## src/rtl/core/bdq_pkg.sv

```systemverilog
// ----------------------------------------------------------------------------
// bdq_pkg
// Shared types, codes and helpers for the bounded deque with delete by value.
// ----------------------------------------------------------------------------
package bdq_pkg;

	localparam int DEPTH   = 16;
	localparam int IDX_W   = $clog2(DEPTH);
	localparam int CNT_W   = $clog2(DEPTH + 1);
	localparam int ENTRY_W = 5;
	localparam int OP_W    = 4;

	localparam logic [1:0] CMD_APPEND    = 2'd0;
	localparam logic [1:0] CMD_POP_FRONT = 2'd1;
	localparam logic [1:0] CMD_POP_BACK  = 2'd2;
	localparam logic [1:0] CMD_DELETE    = 2'd3;

	localparam logic [1:0] ST_OK        = 2'd0;
	localparam logic [1:0] ST_EMPTY     = 2'd1;
	localparam logic [1:0] ST_NOT_FOUND = 2'd2;
	localparam logic [1:0] ST_FULL      = 2'd3;

	localparam logic [OP_W-1:0] OP_NONE       = 4'd0;
	localparam logic [OP_W-1:0] OP_LOAD       = 4'd1;
	localparam logic [OP_W-1:0] OP_FAIL_FULL  = 4'd2;
	localparam logic [OP_W-1:0] OP_FAIL_EMPTY = 4'd3;
	localparam logic [OP_W-1:0] OP_APPEND     = 4'd4;
	localparam logic [OP_W-1:0] OP_RD_FRONT   = 4'd5;
	localparam logic [OP_W-1:0] OP_RD_BACK    = 4'd6;
	localparam logic [OP_W-1:0] OP_POP_FRONT  = 4'd7;
	localparam logic [OP_W-1:0] OP_POP_BACK   = 4'd8;
	localparam logic [OP_W-1:0] OP_SCAN_START = 4'd9;
	localparam logic [OP_W-1:0] OP_SCAN_STEP  = 4'd10;

	typedef struct packed {
		logic [1:0]         cmd;
		logic signed [31:0] value;
	} req_t;

	typedef struct packed {
		logic [1:0]         status;
		logic signed [31:0] removed_value;
		logic [ENTRY_W-1:0] entry_count;
	} rsp_t;

	typedef struct packed {
		logic [OP_W-1:0] op;
	} dp_ctl_t;

	typedef struct packed {
		logic [1:0] cmd;
		logic       empty;
		logic       full;
		logic       scan_last;
	} dp_stat_t;

	function automatic logic [IDX_W-1:0] slot(input logic [IDX_W-1:0] base,
		input logic [IDX_W-1:0] off);
		logic [IDX_W:0] sum;
		sum = {1'b0, base} + {1'b0, off};
		if (sum >= (IDX_W + 1)'(DEPTH)) begin
			sum = sum - (IDX_W + 1)'(DEPTH);
		end
		return sum[IDX_W-1:0];
	endfunction

endpackage

```

## src/rtl/core/bdq_ctrl.sv

```systemverilog
// ----------------------------------------------------------------------------
// bdq_ctrl
// Command sequencer: decodes the held command and steps the datapath.
// ----------------------------------------------------------------------------
module bdq_ctrl
	import bdq_pkg::*;
(
	input  logic     clk,
	input  logic     arst_n,
	input  logic     start,
	input  dp_stat_t stat,
	output dp_ctl_t  ctl,
	output logic     busy
);

	localparam logic [1:0] S_IDLE = 2'd0;
	localparam logic [1:0] S_EXEC = 2'd1;
	localparam logic [1:0] S_POP  = 2'd2;
	localparam logic [1:0] S_SCAN = 2'd3;

	logic [1:0] state_q;
	logic [1:0] state_nxt;

	always_comb begin
		state_nxt = state_q;
		ctl.op    = OP_NONE;
		unique case (state_q)
			S_IDLE: begin
				if (start) begin
					ctl.op    = OP_LOAD;
					state_nxt = S_EXEC;
				end
			end
			S_EXEC: begin
				state_nxt = S_IDLE;
				priority if (stat.cmd == CMD_APPEND && stat.full) begin
					ctl.op = OP_FAIL_FULL;
				end else if (stat.cmd == CMD_APPEND) begin
					ctl.op = OP_APPEND;
				end else if (stat.empty) begin
					ctl.op = OP_FAIL_EMPTY;
				end else if (stat.cmd == CMD_POP_FRONT) begin
					ctl.op    = OP_RD_FRONT;
					state_nxt = S_POP;
				end else if (stat.cmd == CMD_POP_BACK) begin
					ctl.op    = OP_RD_BACK;
					state_nxt = S_POP;
				end else begin
					ctl.op    = OP_SCAN_START;
					state_nxt = S_SCAN;
				end
			end
			S_POP: begin
				ctl.op    = (stat.cmd == CMD_POP_FRONT) ? OP_POP_FRONT : OP_POP_BACK;
				state_nxt = S_IDLE;
			end
			S_SCAN: begin
				ctl.op = OP_SCAN_STEP;
				if (stat.scan_last) begin
					state_nxt = S_IDLE;
				end
			end
			default: begin
				state_nxt = S_IDLE;
			end
		endcase
	end

	always_ff @(posedge clk or negedge arst_n) begin
		if (!arst_n) begin
			state_q <= S_IDLE;
		end else begin
			state_q <= state_nxt;
		end
	end

	assign busy = (state_q != S_IDLE);

endmodule

```

## src/rtl/core/bdq_dpath.sv

```systemverilog
// ----------------------------------------------------------------------------
// bdq_dpath
// Entry ring, front pointer, count, scan pointer and result registers.
// ----------------------------------------------------------------------------
module bdq_dpath
	import bdq_pkg::*;
(
	input  logic     clk,
	input  logic     arst_n,
	input  req_t     req,
	input  dp_ctl_t  ctl,
	output dp_stat_t stat,
	output logic     done,
	output rsp_t     rsp
);

	logic [31:0]      mem [DEPTH];
	logic [31:0]      rd_data_q;
	logic [IDX_W-1:0] front_q;
	logic [CNT_W-1:0] count_q;
	logic [1:0]       cmd_q;
	logic [31:0]      value_q;
	logic [IDX_W-1:0] rd_idx_q;
	logic [CNT_W-1:0] scan_q;
	logic             found_q;
	logic             done_q;
	rsp_t             rsp_q;

	logic             rd_en;
	logic [IDX_W-1:0] rd_off;
	logic [IDX_W-1:0] rd_addr;
	logic             wr_en;
	logic [IDX_W-1:0] wr_off;
	logic [IDX_W-1:0] wr_addr;
	logic [31:0]      wr_data;
	logic [CNT_W-1:0] cnt_m1;
	logic [CNT_W-1:0] cnt_p1;
	logic             match;
	logic             scan_last;

	assign cnt_m1    = count_q - CNT_W'(1);
	assign cnt_p1    = count_q + CNT_W'(1);
	assign match     = !found_q && (rd_data_q == value_q);
	assign scan_last = (CNT_W'(rd_idx_q) == cnt_m1);

	always_comb begin
		rd_en   = 1'b0;
		rd_off  = '0;
		wr_en   = 1'b0;
		wr_off  = '0;
		wr_data = value_q;
		unique case (ctl.op)
			OP_APPEND: begin
				wr_en  = 1'b1;
				wr_off = count_q[IDX_W-1:0];
			end
			OP_RD_FRONT, OP_SCAN_START: begin
				rd_en = 1'b1;
			end
			OP_RD_BACK: begin
				rd_en  = 1'b1;
				rd_off = cnt_m1[IDX_W-1:0];
			end
			OP_SCAN_STEP: begin
				rd_en   = (scan_q < count_q);
				rd_off  = scan_q[IDX_W-1:0];
				wr_en   = found_q;
				wr_off  = rd_idx_q - IDX_W'(1);
				wr_data = rd_data_q;
			end
			default: begin
			end
		endcase
	end

	assign rd_addr = slot(front_q, rd_off);
	assign wr_addr = slot(front_q, wr_off);

	always_ff @(posedge clk) begin
		if (wr_en) begin
			mem[wr_addr] <= wr_data;
		end
		if (rd_en) begin
			rd_data_q <= mem[rd_addr];
		end
	end

	always_ff @(posedge clk or negedge arst_n) begin
		if (!arst_n) begin
			front_q  <= '0;
			count_q  <= '0;
			cmd_q    <= CMD_APPEND;
			value_q  <= '0;
			rd_idx_q <= '0;
			scan_q   <= '0;
			found_q  <= 1'b0;
			done_q   <= 1'b0;
			rsp_q    <= '0;
		end else begin
			done_q <= 1'b0;
			if (rd_en) begin
				rd_idx_q <= rd_off;
			end
			unique case (ctl.op)
				OP_LOAD: begin
					cmd_q               <= req.cmd;
					value_q             <= req.value;
					found_q             <= 1'b0;
					rsp_q.removed_value <= '0;
				end
				OP_FAIL_FULL: begin
					rsp_q.status      <= ST_FULL;
					rsp_q.entry_count <= ENTRY_W'(count_q);
					done_q            <= 1'b1;
				end
				OP_FAIL_EMPTY: begin
					rsp_q.status      <= ST_EMPTY;
					rsp_q.entry_count <= ENTRY_W'(count_q);
					done_q            <= 1'b1;
				end
				OP_APPEND: begin
					count_q           <= cnt_p1;
					rsp_q.status      <= ST_OK;
					rsp_q.entry_count <= ENTRY_W'(cnt_p1);
					done_q            <= 1'b1;
				end
				OP_POP_FRONT, OP_POP_BACK: begin
					if (ctl.op == OP_POP_FRONT) begin
						front_q <= slot(front_q, IDX_W'(1));
					end
					count_q             <= cnt_m1;
					rsp_q.status        <= ST_OK;
					rsp_q.removed_value <= rd_data_q;
					rsp_q.entry_count   <= ENTRY_W'(cnt_m1);
					done_q              <= 1'b1;
				end
				OP_SCAN_START: begin
					scan_q <= CNT_W'(1);
				end
				OP_SCAN_STEP: begin
					if (rd_en) begin
						scan_q <= scan_q + CNT_W'(1);
					end
					if (match) begin
						found_q             <= 1'b1;
						rsp_q.removed_value <= rd_data_q;
					end
					if (scan_last) begin
						done_q <= 1'b1;
						if (found_q || match) begin
							count_q           <= cnt_m1;
							rsp_q.status      <= ST_OK;
							rsp_q.entry_count <= ENTRY_W'(cnt_m1);
						end else begin
							rsp_q.status      <= ST_NOT_FOUND;
							rsp_q.entry_count <= ENTRY_W'(count_q);
						end
					end
				end
				default: begin
				end
			endcase
		end
	end

	assign stat.cmd       = cmd_q;
	assign stat.empty     = (count_q == '0);
	assign stat.full      = (count_q >= CNT_W'(DEPTH));
	assign stat.scan_last = scan_last;
	assign done           = done_q;
	assign rsp            = rsp_q;

endmodule

```

## src/rtl/core/bounded_deque_delete_by_value.sv

```systemverilog
// ----------------------------------------------------------------------------
// bounded_deque_delete_by_value
// Ordered list of up to DEPTH signed 32-bit values kept in a ring memory.
//
// A transaction is taken when start is high and busy is low; req carries the
// command and value. Each transaction yields one result on rsp, shown for
// exactly one cycle while done is high; the receiver cannot stall it.
// Append, and any refused command (full or empty), ends in the execute state.
// Pop front and pop back add a pop state for one registered memory read.
// Delete by value reads every held entry once through the single read port,
// comparing and shifting later entries toward the front in the same pass.
// The result appears in the first cycle that busy is low again; a new
// transaction may start in that same cycle.
// Reset clears the front pointer and the count; no memory clearing is done.
// ----------------------------------------------------------------------------
module bounded_deque_delete_by_value
	import bdq_pkg::*;
(
	input  logic clk,
	input  logic arst_n,
	input  logic start,
	input  req_t req,
	output logic busy,
	output logic done,
	output rsp_t rsp
);

	dp_ctl_t  ctl;
	dp_stat_t stat;

	bdq_ctrl u_ctrl (
		.clk   (clk),
		.arst_n(arst_n),
		.start (start),
		.stat  (stat),
		.ctl   (ctl),
		.busy  (busy)
	);

	bdq_dpath u_dpath (
		.clk   (clk),
		.arst_n(arst_n),
		.req   (req),
		.ctl   (ctl),
		.stat  (stat),
		.done  (done),
		.rsp   (rsp)
	);

`ifndef NO_ASSERTIONS
	a_accept_busy: assert property (@(posedge clk) disable iff (!arst_n)
		(start && !busy) |=> busy)
		else $error("accepted transaction did not raise busy");

	a_done_after_busy: assert property (@(posedge clk) disable iff (!arst_n)
		done |-> $past(busy))
		else $error("result strobe without a transaction in flight");

	a_full_count: assert property (@(posedge clk) disable iff (!arst_n)
		(done && rsp.status == ST_FULL) |-> (rsp.entry_count == ENTRY_W'(DEPTH)))
		else $error("full status with a count below capacity");

	a_empty_count: assert property (@(posedge clk) disable iff (!arst_n)
		(done && rsp.status == ST_EMPTY) |-> (rsp.entry_count == '0))
		else $error("empty status with entries held");
`endif

endmodule

```

## config.mk

```make
export PLATFORM = sky130hd
export DESIGN_NAME = bounded_deque_delete_by_value
export DESIGN_NICKNAME = d
export VERILOG_FILES = /design/src/rtl/core/bdq_pkg.sv /design/src/rtl/core/bdq_ctrl.sv /design/src/rtl/core/bdq_dpath.sv /design/src/rtl/core/bounded_deque_delete_by_value.sv
export SDC_FILE = /design/constraint.sdc
export NUM_CORES = 1
export LEC_CHECK = 0
export CAP_MARGIN = 10
export CORE_MARGIN = 5
export CORE_UTILIZATION = 56
export CTS_BUF_LIST = sky130_fd_sc_hd__clkbuf_16
export DETAILED_ROUTE_END_ITERATION = 8
export DONT_BUFFER_PORTS = 1
export PLACE_DENSITY = 0.83
export SLEW_MARGIN = 20
export SYNTH_ARGS = -nofsm -noshare
export SYNTH_HDL_FRONTEND = slang
export SYNTH_SLANG_ARGS = --single-unit
```

## constraint.sdc

```tcl
create_clock -name clk -period 17.2 [get_ports clk]
set_clock_uncertainty 0.1 [all_clocks]
set_input_delay 0.86 -clock clk [delete_from_list [all_inputs] [get_ports clk]]
set_output_delay 0.86 -clock clk [all_outputs]
set_load 0.01 [all_outputs]
```

==> results.toml <==
[timing]
finalCritPeriodShare_pct = 42.0
rsz0062_at_grt = "false"
fmax_mhz = 139
setup_viol = 0
final_hold_viol_count = 0
fin_crit_ns = 7.22
tightest_slew_ns = 1.11
slew_headroom_pct = 25.6
tns_ns = 0
drv_slew = 0

[setup_path]
critPathKind = "reg -> reg"
crit_family = "buffers and inverters"
end_kind = "flop"
critPathArrivalTime_ns = 7.47
cp.required_ns = 17.45
r2r-start = "u_dpath.count_q[0]"
critPathMaxStageDelay_ns = 0.92
critPathBufInv = 4
path_cells = "inv_1 -> ha_1 -> or4b_1 -> and3_4 -> or3_1 -> nand3_2 -> buf_4 -> o22ai_1 -> ha_4 -> buf_4 -> buf_4 -> mux4_2 -> mux4_2"
start_kind = "flop"
cp_slowest_cell = "ha_4"
crit_top_cell = "buf_4"
cp_max_fo = 47
cp-startpoint = "u_dpath.count_q[0]"

[power_and_ir_drop]
p_leak_nw = 9.67
pwr_density_cell_nw_per_um2 = 214
ir_drop_mv = 0.171
p_total_mw = 6.15

[global_routing]
grt-ovfl-total = 0
grt_pass1_vias = 14147
antenna_found_initial = 0
grt_max_degree = 96
grt_first_pass_wirelength_um = 92800
track_usage_pct = 25.0

[final_layout]
drive_gt1_share_pct = 25.4
multi_input_area_sq_um = 7040
regArea_sq_um = 18700
area_growth_pct = 10.7
final.fill_count = 3009
nets = 1458
post-route-util_pct = 62.2
diodes = 0
final_common_cell = "edfxtp_1"
layout_common_cells = "544 x edfxtp_1, 172 x nand2_1, 158 x mux4_2, 95 x dfrtp_1, 63 x clkbuf_16"

[min_path]
min_path_type = "in -> async"

[floorplan]
dieArea_sq_um = 50800
start_util_pct = 56.2
pin_count = 78
core_sq_um = 46300
die_w_um = 225
die_y_um = 225
rows = 79

[drt]
drt_iter0_markers = 1984
wl_per_cell_um = 30.6
antenna_left = 0
drt-pass1-iter-count = 5
vias_per_cell = 6.64
vias = 13674
drt_wl_total_um = 62900
drc = 0

[logic_synthesis]
synth_edf_count = 544
syn-num-nets = 1432
ys_ff_latch = 639
syn_area_per_cell_sq_um = 18.9
ys_types = 81
syn_area_sq_um = 26000
ys.flop_type = "edfxtp_1"
synthArstFlopShare_pct = 14.9
ys_seq_area_share_pct = 72.0
yosys_warnings = 0
netlist_instances = 1374

[clock_network]
clk_latency_ns = 0.62
post-cts-setup-buffers = 0
cts_tree = "yes"
cts_buffers = 61
clockBufferDepth = 3
cts.reportedPaths.clkPinSlew_ns = 0.07
cts_root_buffer = "clkbuf_16"
cts_sinks = 639
htree_levels = 2

[flow_run]
maxCapViolCount = 0

[outcome]
status = "completed"

[place]
dp_hpwl_um = 32600
place.gp.congestion = 0.852
io_buffers = 0
flip-flops by register name (all words and copies together) (netlist names):
signal / cells
u_dpath.found_q: 1
u_dpath.rd_data_q: 32
u_dpath.mem: 512
u_dpath.front_q: 4
u_dpath.rsp: 39
u_dpath.count_q: 5
u_dpath.cmd_q: 2
u_dpath.value_q: 32
u_dpath.scan_q: 5
u_dpath.rd_idx_q: 4
u_dpath.done: 1
u_ctrl.state_q: 2
what timing repair did:
item | in CTS | in global routing
hold endpoints to repair | 95 | 0
gates resized for setup | 0 | 0
hold buffers | 1 | 0
Yosys cell counts, drive strengths merged (3+ instances only):
cell	n	area, sq um
nor2	17	73.8
xor2	36	315
nand2	172	646
and2	5	35.0
mux4	160	3610
o21ai	54	270
and3	3	25.0
dfrtp	95	2380
a21o	6	47.6
nor3	23	138
a21oi	8	40.0
clkbuf	44	195
inv	14	52.6
a31oi	3	18.8
mux2	38	428
buf	20	151
nand3	13	77.6
xnor2	17	168
nor2b	5	31.3
or3	3	20.0
o31ai	6	63.8
nand4	5	31.3
edfxtp	544	16300
o22ai	5	31.3
nor4	11	68.8
o211ai	5	42.5
ha	19	238
or4	3	26.3
worst paths after layout:
check	to	slack, ns	cells past startpoint
max	u_dpath.rd_data_q[22]	9.98	13
min	u_dpath.rsp[5]	0.03	1
max reg2reg	u_dpath.rd_data_q[22]	9.98	13
min reg2reg	u_dpath.front_q[3]	0.44	1
max in group asynchronous	u_dpath.value_q[14]	16.47	1
min in group clk	u_dpath.cmd_q[0]	0.26	2
cell type report:
class | instances | share of cell area (%)
timing repair buffer | 28 | 0.799
sequential | 639 | 65.0
inverter | 14 | 0.182
multi-input combinational | 656 | 24.4
tap | 607 | 2.64
clock inverter | 52 | 1.48
clock buffer | 63 | 5.47
where the power goes:
| part | leakage, nW | switching [mW] | total, mW | internal (mW) |
|---|---|---|---|---|
| Clock | 1.00 | 0.582 | 1.35 | 0.767 |
| Sequential | 6.12 | 0.202 | 2.44 | 2.24 |
| Combinational | 2.55 | 1.40 | 2.36 | 0.958 |
kinds of logic after synthesis:
family / count (synthesis) / synth area share (%)
xor+xnor: 54 / 1.94
mux: 198 / 15.5
flops: 639 / 72.0
compound gates: 112 / 3.00
buf+inv: 79 / 1.66
simple gates: 271 / 4.83
fa+ha+maj: 21 / 1.07
per-stage QoR:
stage | area (sq um) | hold slack [ns] | worst slack [ns] | std cells
after floorplan | 26000 | 0.394 | 10.43 | 1374
after detailed placement | 26800 | 0.429 | 9.95 | 1943
after CTS | 28800 | 0.0753 | 9.82 | 2059
after global placement | 26700 | 0.424 | 10.09 | 1943
final | 28800 | 0.0349 | 9.98 | 2059
after global routing | 28800 | 0.0815 | 9.41 | 2059
routing by layer:
metal	GRT usage [%]	up-vias	wire length [um]
li1	-	5532	-
met1	32.9	7054	22100
met2	41.1	903	31700
met3	5.43	185	6260
met4	10.2	0	2870
met5	0	-	0
Power figures use the tool's default switching activity.
